==> config.mk <==
export PLATFORM = sky130hd
export DESIGN_NAME = round_robin_job_queue_core
export DESIGN_NICKNAME = d
export VERILOG_FILES = /design/src/rtl/rrjq_pkg.sv /design/src/rtl/round_robin_job_queue_core.sv /design/src/rtl/rrjq_slot_store.sv /design/src/rtl/rrjq_slice_unit.sv /design/src/rtl/rrjq_csr.sv
export SDC_FILE = /design/constraint.sdc
export NUM_CORES = 1
export LEC_CHECK = 0
export BUFFER_PORTS_ARGS = -buffer_cell sky130_fd_sc_hd__buf_2
export CORE_MARGIN = 1.5
export CORE_UTILIZATION = 56
export DETAILED_ROUTE_END_ITERATION = 7
export PLACE_DENSITY = 0.88
export SETUP_SLACK_MARGIN = 0.3
export SYNTH_ARGS = -nofsm -noshare
export SYNTH_HDL_FRONTEND = slang
export SYNTH_SLANG_ARGS = --single-unit
==> constraint.sdc <==
create_clock -name clock -period 12.6 [get_ports clock]
set_clock_uncertainty 0.15 [all_clocks]
set_input_delay 2.52 -clock clock [delete_from_list [all_inputs] [get_ports clock]]
set_output_delay 2.52 -clock clock [all_outputs]
set_load 0.05 [all_outputs]
==> src/rtl/rrjq_pkg.sv <==
// Shared types, constants and helpers for the round-robin job queue.
// No dependencies; imported by every module of the block.
package rrjq_pkg;

   localparam int QueueDepth  = 8;
   localparam int IdxWidth    = $clog2(QueueDepth);
   localparam int OccWidth    = $clog2(QueueDepth + 1);
   localparam int SumWidth    = OccWidth + 1;
   localparam int TimeWidth   = 32;
   localparam int LenWidth    = 3;
   localparam int JobIdWidth  = 3;
   localparam int AddrWidth   = 3;
   localparam int DataWidth   = 32;

   localparam logic [LenWidth-1:0]  QuantumReset   = LenWidth'(2);
   localparam logic [TimeWidth-1:0] GapThreshReset = TimeWidth'(5);

   typedef enum logic [1:0] {
      KIND_SLICE  = 2'd0,
      KIND_ACCEPT = 2'd1,
      KIND_DROP   = 2'd2
   } kind_type;

   typedef enum logic [0:0] {
      REG_QUANTUM  = 1'b0,
      REG_GAP      = 1'b1
   } reg_index_type;

   typedef enum logic [1:0] {
      STATE_IDLE,
      STATE_DRAIN,
      STATE_FINAL
   } state_type;

   typedef struct packed {
      logic [TimeWidth-1:0] arrival_time;
      logic [LenWidth-1:0]  run_length;
   } req_item_type;

   typedef struct packed {
      kind_type              kind;
      logic [JobIdWidth-1:0] job_id;
      logic [LenWidth-1:0]   slice_length;
      logic                  last;
   } rsp_item_type;

   typedef struct packed {
      logic [JobIdWidth-1:0] id;
      logic [LenWidth-1:0]   remaining;
   } slot_type;

   // ring index base + step, step never above QueueDepth
   function automatic logic [IdxWidth-1:0] ring_add(input logic [IdxWidth-1:0] base,
                                                    input logic [OccWidth-1:0] step);
      logic [SumWidth-1:0] sum;
      sum = SumWidth'(base) + SumWidth'(step);
      if (sum >= SumWidth'(QueueDepth)) begin
         sum = sum - SumWidth'(QueueDepth);
      end
      return sum[IdxWidth-1:0];
   endfunction

endpackage

==> src/rtl/round_robin_job_queue_core.sv <==
// Top level of the round-robin job queue: sequencer, output register, assertions.
// Depends on rrjq_pkg, rrjq_csr, rrjq_slot_store, rrjq_slice_unit.
//
//  channel | ports      | direction | moves
//  --------+------------+-----------+---------------------------------------
//  req     | req_*      | in        | job arrival item (time, run length)
//  rsp     | rsp_*      | out       | slice, accept or drop item
//  csr     | csr_*      | in/out    | quantum, gap threshold
//
// An arrival moves from idle through an optional drain, one slice item at a time,
// to the accept or drop item; the slice unit sizes each slice.
// A drain gives each queued job ceil(run / quantum) slices, one for a zero-length
// job, so at most 56 slices.
// rsp_stall holds the sequencer at the output register; req_stall is high
// while an item is in progress. Reset empties the queue and restores registers.
module round_robin_job_queue_core (
   input  logic                             clock,
   input  logic                             reset,
   input  logic                             req_valid,
   output logic                             req_stall,
   input  rrjq_pkg::req_item_type           req_item,
   output logic                             rsp_valid,
   input  logic                             rsp_stall,
   output rrjq_pkg::rsp_item_type           rsp_item,
   input  logic                             csr_psel,
   input  logic                             csr_penable,
   input  logic                             csr_pwrite,
   input  logic [rrjq_pkg::AddrWidth-1:0]   csr_paddr,
   input  logic [rrjq_pkg::DataWidth-1:0]   csr_pwdata,
   output logic [rrjq_pkg::DataWidth-1:0]   csr_prdata,
   output logic                             csr_pready
);
   import rrjq_pkg::*;

   logic [LenWidth-1:0]  quantum;
   logic [TimeWidth-1:0] gap_threshold;

   state_type            state_ff,   state_in;
   logic [IdxWidth-1:0]  head_ff,    head_in;
   logic [OccWidth-1:0]  occ_ff,     occ_in;
   logic [TimeWidth-1:0] tail_arr_ff, tail_arr_in;
   logic [TimeWidth-1:0] arr_ff,     arr_in;
   logic [LenWidth-1:0]  len_ff,     len_in;
   logic                 rsp_valid_ff, rsp_valid_in;
   rsp_item_type         rsp_item_ff,  rsp_item_in;

   logic                 out_free;
   logic                 load_out;
   logic                 wr_en;
   logic [IdxWidth-1:0]  wr_idx;
   slot_type             wr_data;
   slot_type             head_slot;
   logic [LenWidth-1:0]  run;
   logic [LenWidth-1:0]  left;
   logic [TimeWidth-1:0] gap;
   logic                 queue_full;

   rrjq_csr u_csr (
      .clock         (clock),
      .reset         (reset),
      .csr_psel      (csr_psel),
      .csr_penable   (csr_penable),
      .csr_pwrite    (csr_pwrite),
      .csr_paddr     (csr_paddr),
      .csr_pwdata    (csr_pwdata),
      .csr_prdata    (csr_prdata),
      .csr_pready    (csr_pready),
      .quantum       (quantum),
      .gap_threshold (gap_threshold)
   );

   rrjq_slot_store u_slots (
      .clock   (clock),
      .wr_en   (wr_en),
      .wr_idx  (wr_idx),
      .wr_data (wr_data),
      .rd_idx  (head_in),
      .rd_data (head_slot)
   );

   rrjq_slice_unit u_slice (
      .remaining (head_slot.remaining),
      .quantum   (quantum),
      .run       (run),
      .left      (left)
   );

   assign out_free   = !rsp_valid_ff || !rsp_stall;
   assign req_stall  = (state_ff != STATE_IDLE);
   assign gap        = req_item.arrival_time - tail_arr_ff;
   assign queue_full = (occ_ff == OccWidth'(QueueDepth));

   always_comb begin
      state_in    = state_ff;
      head_in     = head_ff;
      occ_in      = occ_ff;
      tail_arr_in = tail_arr_ff;
      arr_in      = arr_ff;
      len_in      = len_ff;
      rsp_item_in = rsp_item_ff;
      load_out    = 1'b0;
      wr_en       = 1'b0;
      wr_idx      = ring_add(head_ff, occ_ff);
      wr_data     = '{id: head_slot.id, remaining: left};
      case (state_ff)
         STATE_IDLE: begin
            if (req_valid) begin
               arr_in = req_item.arrival_time;
               len_in = req_item.run_length;
               if ((occ_ff != '0) && (gap > gap_threshold)) begin
                  state_in = STATE_DRAIN;
               end else begin
                  state_in = STATE_FINAL;
               end
            end
         end
         STATE_DRAIN: begin
            if (out_free) begin
               load_out    = 1'b1;
               rsp_item_in = '{kind: KIND_SLICE, job_id: head_slot.id,
                               slice_length: run, last: 1'b0};
               head_in     = ring_add(head_ff, OccWidth'(1));
               if (left != '0) begin
                  wr_en = 1'b1;
               end else begin
                  occ_in = occ_ff - OccWidth'(1);
                  if (occ_ff == OccWidth'(1)) begin
                     head_in  = '0;
                     state_in = STATE_FINAL;
                  end
               end
            end
         end
         STATE_FINAL: begin
            if (out_free) begin
               load_out = 1'b1;
               state_in = STATE_IDLE;
               if (queue_full) begin
                  rsp_item_in = '{kind: KIND_DROP, job_id: '0,
                                  slice_length: '0, last: 1'b1};
               end else begin
                  wr_en       = 1'b1;
                  wr_data     = '{id: JobIdWidth'(occ_ff), remaining: len_ff};
                  tail_arr_in = arr_ff;
                  occ_in      = occ_ff + OccWidth'(1);
                  rsp_item_in = '{kind: KIND_ACCEPT, job_id: JobIdWidth'(occ_ff),
                                  slice_length: '0, last: 1'b1};
               end
            end
         end
         default: begin
            state_in = STATE_IDLE;
         end
      endcase
      if (load_out) begin
         rsp_valid_in = 1'b1;
      end else if (!rsp_stall) begin
         rsp_valid_in = 1'b0;
      end else begin
         rsp_valid_in = rsp_valid_ff;
      end
   end

   always_ff @(posedge clock) begin
      if (reset) begin
         state_ff     <= STATE_IDLE;
         head_ff      <= '0;
         occ_ff       <= '0;
         rsp_valid_ff <= 1'b0;
      end else begin
         state_ff     <= state_in;
         head_ff      <= head_in;
         occ_ff       <= occ_in;
         rsp_valid_ff <= rsp_valid_in;
      end
   end

   always_ff @(posedge clock) begin
      tail_arr_ff <= tail_arr_in;
      arr_ff      <= arr_in;
      len_ff      <= len_in;
      rsp_item_ff <= rsp_item_in;
   end

   assign rsp_valid = rsp_valid_ff;
   assign rsp_item  = rsp_item_ff;

   a_occ_bound: assert property (@(posedge clock) disable iff (reset)
      occ_ff <= OccWidth'(QueueDepth))
      else $error("occupancy above queue depth");

   a_idle_head: assert property (@(posedge clock) disable iff (reset)
      state_ff == STATE_IDLE |-> head_ff == '0)
      else $error("head not at slot zero between items");

   a_accept_grows: assert property (@(posedge clock) disable iff (reset)
      (state_ff == STATE_FINAL && out_free && !queue_full)
      |=> occ_ff == $past(occ_ff) + OccWidth'(1))
      else $error("accepted job not counted");

   a_slice_not_last: assert property (@(posedge clock) disable iff (reset)
      rsp_valid_ff && rsp_item_ff.kind == KIND_SLICE |-> !rsp_item_ff.last)
      else $error("slice item flagged last");

endmodule

==> src/rtl/rrjq_slot_store.sv <==
// Ring of job slots (id and remaining time), one write and one registered read port.
// Depends on rrjq_pkg.
module rrjq_slot_store (
   input  logic                             clock,
   input  logic                             wr_en,
   input  logic [rrjq_pkg::IdxWidth-1:0]    wr_idx,
   input  rrjq_pkg::slot_type               wr_data,
   input  logic [rrjq_pkg::IdxWidth-1:0]    rd_idx,
   output rrjq_pkg::slot_type               rd_data
);
   import rrjq_pkg::*;

   slot_type slots_ff [QueueDepth];
   slot_type rd_data_ff;

   // read data follows a write to the same slot in the same cycle
   always_ff @(posedge clock) begin
      if (wr_en) begin
         slots_ff[wr_idx] <= wr_data;
      end
      if (wr_en && (wr_idx == rd_idx)) begin
         rd_data_ff <= wr_data;
      end else begin
         rd_data_ff <= slots_ff[rd_idx];
      end
   end

   assign rd_data = rd_data_ff;

endmodule

==> src/rtl/rrjq_slice_unit.sv <==
// Slice unit: run = min(remaining, max(quantum, 1)) and the time left after it.
// Depends on rrjq_pkg.
module rrjq_slice_unit (
   input  logic [rrjq_pkg::LenWidth-1:0] remaining,
   input  logic [rrjq_pkg::LenWidth-1:0] quantum,
   output logic [rrjq_pkg::LenWidth-1:0] run,
   output logic [rrjq_pkg::LenWidth-1:0] left
);
   import rrjq_pkg::*;

   logic [LenWidth-1:0] q_eff;

   always_comb begin
      q_eff = (quantum == '0) ? LenWidth'(1) : quantum;
      run   = (remaining < q_eff) ? remaining : q_eff;
      left  = remaining - run;
   end

endmodule

==> src/rtl/rrjq_csr.sv <==
// APB-style register file: quantum and gap threshold.
// Depends on rrjq_pkg.
module rrjq_csr (
   input  logic                             clock,
   input  logic                             reset,
   input  logic                             csr_psel,
   input  logic                             csr_penable,
   input  logic                             csr_pwrite,
   input  logic [rrjq_pkg::AddrWidth-1:0]   csr_paddr,
   input  logic [rrjq_pkg::DataWidth-1:0]   csr_pwdata,
   output logic [rrjq_pkg::DataWidth-1:0]   csr_prdata,
   output logic                             csr_pready,
   output logic [rrjq_pkg::LenWidth-1:0]    quantum,
   output logic [rrjq_pkg::TimeWidth-1:0]   gap_threshold
);
   import rrjq_pkg::*;

   logic [LenWidth-1:0]  quantum_ff,  quantum_in;
   logic [TimeWidth-1:0] gap_ff,      gap_in;
   reg_index_type        reg_sel;
   logic                 wr_fire;

   assign csr_pready = 1'b1;
   assign reg_sel    = reg_index_type'(csr_paddr[2]);
   assign wr_fire    = csr_psel && csr_penable && csr_pwrite && csr_pready;

   always_comb begin
      quantum_in = quantum_ff;
      gap_in     = gap_ff;
      csr_prdata = '0;
      case (reg_sel)
         REG_QUANTUM: begin
            if (wr_fire) quantum_in = csr_pwdata[LenWidth-1:0];
            csr_prdata = DataWidth'(quantum_ff);
         end
         REG_GAP: begin
            if (wr_fire) gap_in = csr_pwdata[TimeWidth-1:0];
            csr_prdata = DataWidth'(gap_ff);
         end
         default: begin
            csr_prdata = '0;
         end
      endcase
   end

   always_ff @(posedge clock) begin
      if (reset) begin
         quantum_ff <= QuantumReset;
         gap_ff     <= GapThreshReset;
      end else begin
         quantum_ff <= quantum_in;
         gap_ff     <= gap_in;
      end
   end

   assign quantum       = quantum_ff;
   assign gap_threshold = gap_ff;

endmodule
==> impl_metrics.toml, run 1 <==
[status]
status = "finished clean"

[yosys]
async_reset_ff_share_pct = 0
yosysMostFrequentCell = "edfxtp_1"
yosys_warnings = 0
syn_area_sq_um = 9200
yosysTopAreaCellShare_pct = 40.5
synth-edff-count = 124
synthFlopType = "edfxtp_1"
syn_inst = 859
synth_common_cells = "edfxtp_1, nand2_1, inv_1, a21oi_1, ha_1"
synth_cell_type_count = 61
ys_seq_area_share_pct = 50.9
yosysTopAreaCell = "edfxtp_1"
ys_seq_elements = 172
synth_area_leaders = "edfxtp_1, dfxtp_1, ha_1"
syn_avg_cell_area_sq_um = 10.7
synth_fp_nets = 1015

[clock_tree]
clock_path_buffers = 2
clk_pin_slew_ns = 0.07
cts_tree = "done"
hold_buffers = 0
clock_sinks = 172
cts_setup_buffers = 0
clock_latency_ns = 0.44
cts_made_buffers = 17
cts.repair.resized = 0
h-tree-depth = 4
root_buffer = "clkbuf_16"

[pwr]
p_sw_share_pct = 38.0
power.total_w = 0.00226
p_switching_w = 0.000857
clkPwrFrac_pct = 23.1
max-vdd-ir-drop_uv = 107
leakage_nw = 4.24
internal-power_w = 0.00140
p_seq_share_pct = 37.5
pwr-share-comb_pct = 39.4
powerDensity_nw_per_um2 = 214

[detailed_routing]
drtAntennaViolNets = 0
drt_iter0_markers = 600
drt-total-wl_mm = 20.8
drcViolationCount = 0
vias_per_cell = 5.73
dr.pass1.iters = 5
vias = 6842
routedWlPerCell_um = 17.4

[cells_and_area]
drive_gt1_share_pct = 18.4
nets = 1122
design_area_sq_um = 10500
area_growth_pct = 14.4
antenna_cells = 0

[placement]
gp_congestion = 0.906
dp_hpwl_mm = 14.5
dp_slack_ns = 5.45
placed_cell_area_sq_um = 9950
portBuffers = 117

[grt]
gr-usage-all-layers_pct = 24.9
grt-ovfl-total = 0
grt_max_degree = 46
grt_pass1_wl_mm = 33.5
first_global_vias = 6579
antenna_found_initial = 0

[timing]
finalCritPeriodShare_pct = 53.7
worst_pin_slew_ns = 1.24
final.min_clock_period_ns = 6.77
worst_slack_ns = 5.83
slew_viol_final = 0
max_slew_margin_pct = 17.0
tns_ns = 0
hold_viol = 0
fmaxAchievable_mhz = 148
grt_setup_unrepaired = "no"
final-setup-viol-count = 0

[floorplan]
start_util_pct = 57.7
fp.dieArea_sq_um = 17200
die_w_um = 131
dieHeight_um = 131
rows = 46
io_pins = 121
core_sq_um = 15900

[critical_path]
cp-start-kind = "input port"
crit_arrival_ns = 6.97
crit_type = "input port to register"
end_kind = "register"
crit_fanout = 4
required_ns = 12.81
cp-startpoint = "req_item[3]"

[hold_path]
hp-class = "register to register"
hp-start = "arr_ff[22]"

[run]
maxCapViolations = 0
sequential cells by signal, summed over array words and instances, names as in the netlist, named ones only:
register,count
arr_ff,32
head_ff,3
len_ff,3
occ_ff,4
rsp_item,9
rsp_valid,1
state_ff,2
tail_arr_ff,32
u_csr.gap_threshold,32
u_csr.quantum,3
u_slots.slots_ff,48
final timing paths:
path	cells past startpoint	end	slack, ns
setup / recovery	20	state_ff[0]	5.83
hold / removal	0	tail_arr_ff[22]	0.27
setup reg to reg	14	u_slots.slots_ff[5][3]	6.80
hold reg to reg	0	tail_arr_ff[22]	0.27
power by group through the flow:
stage	clock, W	combinational, W	sequential, W
detailed placement	0	0.000868	0.000856
global route	0.000550	0.000988	0.000855
finish	0.000521	0.000891	0.000846
CTS	0.000526	0.000880	0.000846
floorplan	0	0.000611	0.000892
global placement	0	0.000833	0.000850
worst max-delay path, cell delays in order:
cell and delay [ns]:
buf_2 0.11, inv_1 0.05, ha_1 0.15, inv_1 0.05, fa_1 0.43, a211o_1 0.32, a21oi_1 0.17, o21ai_0 0.19
a21bo_2 0.28, o21ai_1 0.29, o21ai_0 0.15, xor2_1 0.18, ha_1 0.30, nand4_1 0.14, nor4_1 0.42, nand4_1 0.30
nor3_1 0.26, nor3_1 0.09, or4_1 0.42, a21oi_1 0.14
cell families (layout without fill, tap and decap cells):
kind of cell / after synthesis / count (layout) / synth area share [%]
other: 1 / 1 / 0.0408
DFF: 172 / 172 / 50.9
AOI/OAI and AO/OA: 184 / 184 / 12.2
adders and majority gates: 79 / 79 / 11.0
and+or+nand+nor: 246 / 246 / 13.1
buffers and inverters: 116 / 236 / 4.92
muxes: 26 / 26 / 4.54
xor gates and xnor gates: 35 / 35 / 3.33
metal layers:
metal	global-route usage [%]	share of wire, %	vias to the layer above
met5	0	0	-
met4	8.43	1.5	0
met3	5.63	7.3	28
met2	40.7	48	276
met1	33.1	43	3263
li1	-	-	3275
per-stage QoR:
| stage | std cells | hold WS [ns] | util [%] |
|---|---|---|---|
| after global routing | 1195 | 0.271 | 66.0 |
| after CTS | 1195 | 0.270 | 66.0 |
| after detailed placement | 1163 | 0.255 | 62.4 |
| after floorplan | 859 | 0.250 | - |
| after global placement | 1163 | 0.252 | 62.4 |
| final | 1195 | 0.267 | 66.0 |
cells in the final DEF, fill, tap and decap left out, types with 8 or more instances in the layout:
cell type / n
dfxtp_1: 48
nand2_1: 103
a21o_1: 15
edfxtp_1: 124
nor3_1: 13
buf_2: 117
o21ai_0: 34
nand3_1: 10
clkbuf_16: 17
xnor2_1: 25
and2_1: 35
ha_1: 76
nor2_1: 39
nand4_1: 11
mux4_2: 12
a21oi_1: 82
inv_1: 83
xor2_1: 10
mux2i_1: 8
nand2b_1: 8
final cells by class:
class	count	area, sq um
Inverter	83	312
Multi-Input combinational cell	571	4060
Fill cell	1170	5420
Sequential cell	172	4680
Timing Repair Buffer	121	616
Tap cell	216	270
Clock inverter	15	155
Clock buffer	17	425
(Power assumes the default switching activity.)
==> inputs of run 2 (changes only) <==
ABC_AREA = 1   (was unset)
clock period = 6.8 ns   (was 12.6 ns; I/O delays follow)
==> run 2 against run 1 <==
  * Die area is 3.4% higher
  * Global-route usage is 1.8 points higher
  * Critical path depth is 2 lower
  * Critical path type is now register to register
  * Critical endpoint is now u_slots.slots_ff[0][2]
  * Largest cell class unchanged
==> impl_metrics.toml, run 2 <==
[status]
status = "finished clean"

[yosys]
syn_area_sq_um = 9520
synth_fp_nets = 1253
syn_inst = 1097
yosys_warnings = 0
ys_seq_elements = 172
synth-edff-count = 124
synth_cell_type_count = 42
ys_seq_area_share_pct = 49.2
yosysTopAreaCellShare_pct = 39.1
yosysMostFrequentCell = "nand2_1"
synthFlopType = "edfxtp_1"
syn_avg_cell_area_sq_um = 8.68
synth_area_leaders = "edfxtp_1, dfxtp_1, ha_1"
synth_common_cells = "nand2_1, inv_1, edfxtp_1, nor2_1, a21oi_1"
yosysTopAreaCell = "edfxtp_1"
async_reset_ff_share_pct = 0

[placement]
portBuffers = 117
dp_hpwl_mm = 16.7
gp_congestion = 0.967

[critical_path]
end_kind = "register"
crit_fanout = 14
crit_arrival_ns = 4.82
cp-start-kind = "register"
reg2reg_depth = 18
required_ns = 6.72
crit_type = "register to register"

[floorplan]
start_util_pct = 57.4
fp.dieArea_sq_um = 17800
die_w_um = 133
dieHeight_um = 133
io_pins = 121
core_sq_um = 16600
rows = 47

[grt]
first_global_vias = 7696
grt_pass1_wl_mm = 36.9
antenna_found_initial = 1
grt-ovfl-total = 0
gr-usage-all-layers_pct = 26.7
grt_max_degree = 50

[timing]
fmaxAchievable_mhz = 204
grt_setup_unrepaired = "no"
final-setup-viol-count = 0
slew_viol_final = 0
max_slew_margin_pct = 23.0
hold_slack_ns = 0.270
final.min_clock_period_ns = 4.90
tns_ns = 0
finalCritPeriodShare_pct = 72.0
worst_pin_slew_ns = 1.16
hold_viol = 0

[clock_tree]
cts_setup_buffers = 0
h-tree-depth = 4
clock_path_buffers = 2
cts_made_buffers = 17
clk_pin_slew_ns = 0.07
clock_latency_ns = 0.43
cts_tree = "done"
cts.repair.resized = 0
hold_buffers = 0
clock_sinks = 172
root_buffer = "clkbuf_16"

[detailed_routing]
dr.pass1.iters = 5
drtAntennaViolNets = 0
routedWlPerCell_um = 15.7
drt_iter0_markers = 691
drcViolationCount = 0
vias = 7827
drt-total-wl_mm = 22.7
vias_per_cell = 5.41

[cells_and_area]
largest-register = "u_slots.slots_ff"
layout_commonest_cell = "nand2_1"
largest_reg_flops = 48
area_growth_pct = 14.5
fill_cells = 1325
final_cell_mix = "nand2_1, inv_1, edfxtp_1"
drive_gt1_share_pct = 13.5
finish.utilization_pct = 65.7
nets = 1369

[pwr]
p_sw_share_pct = 41.2
max-vdd-ir-drop_uv = 269
internal-power_w = 0.00265
p_seq_share_pct = 35.0
power.total_w = 0.00450
pwr-share-comb_pct = 43.7
leakage_nw = 5.02
powerDensity_nw_per_um2 = 413
clkPwrFrac_pct = 21.3
p_switching_w = 0.00185

[hold_path]
hp-class = "register to register"
hold_depth = 0

[run]
maxCapViolations = 0
run 2: routing by layer:
layer / share of wire [%] / up-vias / global-route usage, %
met3: 5.7 / 54 / 4.95
met1: 42 / 3612 / 33.8
met4: 3.3 / 0 / 11.3
met2: 49 / 298 / 45.1
li1: - / 3863 / -
met5: 0 / - / 0
run 2: stage by stage:
step	instances	setup slack, ns	area [sq um]
detailed placement	1414	1.92	10300
floorplan	1097	2.50	9520
CTS	1446	1.92	10900
global placement	1414	2.13	10300
finish	1447	1.90	10900
global route	1447	1.51	10900
run 2: layout make-up:
| cell class | count | area (sq um) | share of cell area, % |
|---|---|---|---|
| Sequential cell | 172 | 4680 | 43.0 |
| Multi-Input combinational cell | 715 | 4050 | 37.1 |
| Timing Repair Buffer | 120 | 608 | 5.58 |
| Clock inverter | 15 | 156 | 1.43 |
| Clock buffer | 17 | 425 | 3.90 |
| Tap cell | 220 | 275 | 2.52 |
| Inverter | 187 | 702 | 6.44 |
| Antenna cell | 1 | 2.50 | 0.0230 |
run 2: worst max-delay path: stages, from the launching register on:
cell	delay, ns
dfxtp_1	0.47
inv_1	0.36
o21ai_0	0.16
o22ai_1	0.22
nor2_1	0.08
a31oi_1	0.32
ha_1	0.33
a21oi_1	0.24
nand3_1	0.10
nand2_1	0.09
inv_1	0.04
ha_1	0.18
fa_1	0.37
xnor2_1	0.15
nand3_1	0.18
nor2_1	0.06
nor4_1	0.30
nand2_1	0.18
nor2_1	0.52
run 2: logic make-up after synthesis:
kind of cell,Yosys count,share of synthesized area (%)
other,1,0.0394
XOR/XNOR,31,2.85
AO/OA/AOI/OAI,213,12.1
adder cells (fa/ha/maj),79,10.6
AND/OR/NAND/NOR,390,16.7
flip-flops,172,49.2
multiplexers,1,0.105
buffers and inverters,210,8.39
run 2: final timing paths:
| kind | start | endpoint | slack [ns] |
|---|---|---|---|
| setup / recovery | register | u_slots.slots_ff[0][2] | 1.90 |
| hold reg to reg | arr_ff[5] | tail_arr_ff[5] | 0.27 |
| setup reg to reg | register | u_slots.slots_ff[0][2] | 1.90 |
| hold / removal | arr_ff[5] | tail_arr_ff[5] | 0.27 |
run 2: power groups by stage:
stage / Combinational (W) / Clock (W) / Sequential (W)
global placement: 0.00184 / 0 / 0.00158
CTS: 0.00195 / 0.000968 / 0.00158
global route: 0.00221 / 0.00101 / 0.00160
floorplan: 0.00133 / 0 / 0.00169
finish: 0.00197 / 0.000959 / 0.00158
detailed placement: 0.00191 / 0 / 0.00160
==> inputs of run 3 (changes only) <==
clock period = 4.8 ns   (was 6.8 ns; I/O delays follow)
==> run 3 against run 2 <==
  * Clock power grew 54%
  * Utilization up 1.1 points
  * Sequential cell count stayed put
  * Register-to-register slack worse by 1.3 ns
  * Die area unchanged
  * Critical path depth is 1 higher
  * Via count rose by 2.7%
  * Critical path type unchanged
==> impl_metrics.toml, run 3 (synthesis results as in run 2) <==
[hold_path]
hp-start = "arr_ff[3]"
hp-class = "register to register"

[clock_tree]
root_buffer = "clkbuf_16"
cts_made_buffers = 17
clock_latency_ns = 0.44
clock_path_buffers = 2
clock_sinks = 172
h-tree-depth = 4
hold_buffers = 0
clk_pin_slew_ns = 0.07
cts_tree = "done"

[placement]
gp_congestion = 0.946
portBuffers = 117
placed_cell_area_sq_um = 10400
dp_hpwl_mm = 17.3
dp_cells = 1424

[critical_path]
crit_type = "register to register"
crit_arrival_ns = 4.21
cp-start-kind = "register"
slowest_stage = "dfxtp_2"
path_cells = "buf_6, o21ai_0, o22ai_1, nor2_1, a31oi_2, ha_1, a21oi_1, nand3_1, nand2_1, inv_1, ha_1, fa_1, xnor2_1, nand3_1, nor2_1, nor4_2, nand2_1, nor2_1, buf_4"
slowest_delay_ns = 0.46
required_ns = 4.79
crit_top_cell = "nor2_1"
end_kind = "register"
crit_fanout = 17

[timing]
slew_viol_final = 0
max_slew_margin_pct = 20.6
final.min_clock_period_ns = 4.22
finalCritPeriodShare_pct = 87.9
tns_ns = 0
worst_pin_slew_ns = 1.18
final-setup-viol-count = 0
fmaxAchievable_mhz = 237
grt_setup_unrepaired = "no"
hold_viol = 0

[floorplan]
start_util_pct = 57.4
io_pins = 121
core_sq_um = 16600
fp.dieArea_sq_um = 17800
die_w_um = 133
dieHeight_um = 133
rows = 47

[grt]
grt_max_degree = 62
first_global_vias = 7755
gr-usage-all-layers_pct = 26.7
grt_pass1_wl_mm = 36.9
grt-ovfl-total = 0
antenna_found_initial = 1

[detailed_routing]
drt-total-wl_mm = 23.5
dr_wl_met3_mm = 1.56
drcViolationCount = 0
dr_wl_met2_mm = 11.4
dr.pass1.iters = 5
vias_per_cell = 5.51
routedWlPerCell_um = 16.1
wirelength_met1_mm = 9.73
vias = 8041
highest_layer = "met4"
drt_iter0_markers = 682
drtAntennaViolNets = 0

[pwr]
power.total_w = 0.00661
powerDensity_nw_per_um2 = 596
leakage_nw = 5.12
max-vdd-ir-drop_uv = 358

[cells_and_area]
design_area_sq_um = 11100
nets = 1382
fill_cells = 1263
fin_cells = 1460
largest_reg_flops = 48
finish.utilization_pct = 66.8
largest-register = "u_slots.slots_ff"
area_growth_pct = 16.3
layout_commonest_cell = "nand2_1"
final_cell_mix = "nand2_1, inv_1, edfxtp_1"
drive_gt1_share_pct = 14.9

[status]
status = "finished clean"

[run]
maxCapViolations = 0
run 3: path summary, 6_finish.rpt:
path / endpoint / slack, ns / depth (start not counted)
min reg2reg: tail_arr_ff[3] / 0.27 / 0
min: tail_arr_ff[3] / 0.27 / 0
max: u_slots.slots_ff[0][0] / 0.58 / 19
max reg2reg: u_slots.slots_ff[0][0] / 0.58 / 19
run 3: layout make-up:
type / count / area, sq um / area share [%]
timing repair buffer: 133 / 709 / 6.40
clock buffer: 18 / 439 / 3.96
sequential: 172 / 4690 / 42.3
multi-input combinational: 715 / 4060 / 36.7
clock inverter: 14 / 198 / 1.78
inverter: 187 / 708 / 6.39
tap: 220 / 275 / 2.48
antenna: 1 / 2.50 / 0.0226
run 3: per-layer routing:
layer / up-vias / global-route usage (%)
met5: - / 0
met1: 3752 / 33.7
met4: 0 / 11.1
met3: 66 / 4.98
met2: 340 / 45.4
li1: 3883 / -
run 3: power by group:
group          switching (W)  leakage (nW)  internal (W)
combinational        0.00197          3.26      0.000918
sequential          0.000100          1.54       0.00214
clock               0.000626         0.310      0.000856
total                0.00269          5.12       0.00391
run 3: metrics by stage:
step | worst slack, ns | hold WS [ns]
final | 0.580 | 0.269
after global routing | 0.294 | 0.278
after CTS | 0.317 | 0.269
after detailed placement | 0.359 | 0.255
after global placement | 0.557 | 0.250
after floorplan | 0.838 | 0.250
run 3: critical path: cells and delay by family (launching register included):
family | cells | cell delay [ns]
compound gates | 4 | 0.80
simple gates | 8 | 1.06
buf+inv | 3 | 0.44
flops | 1 | 0.46
xor+xnor | 1 | 0.16
fa+ha+maj | 3 | 0.86
run 3: repair_timing:
item	CTS	global route
endpoints found under the setup margin	0	61
resized for setup	0	7
buffers inserted	0	3
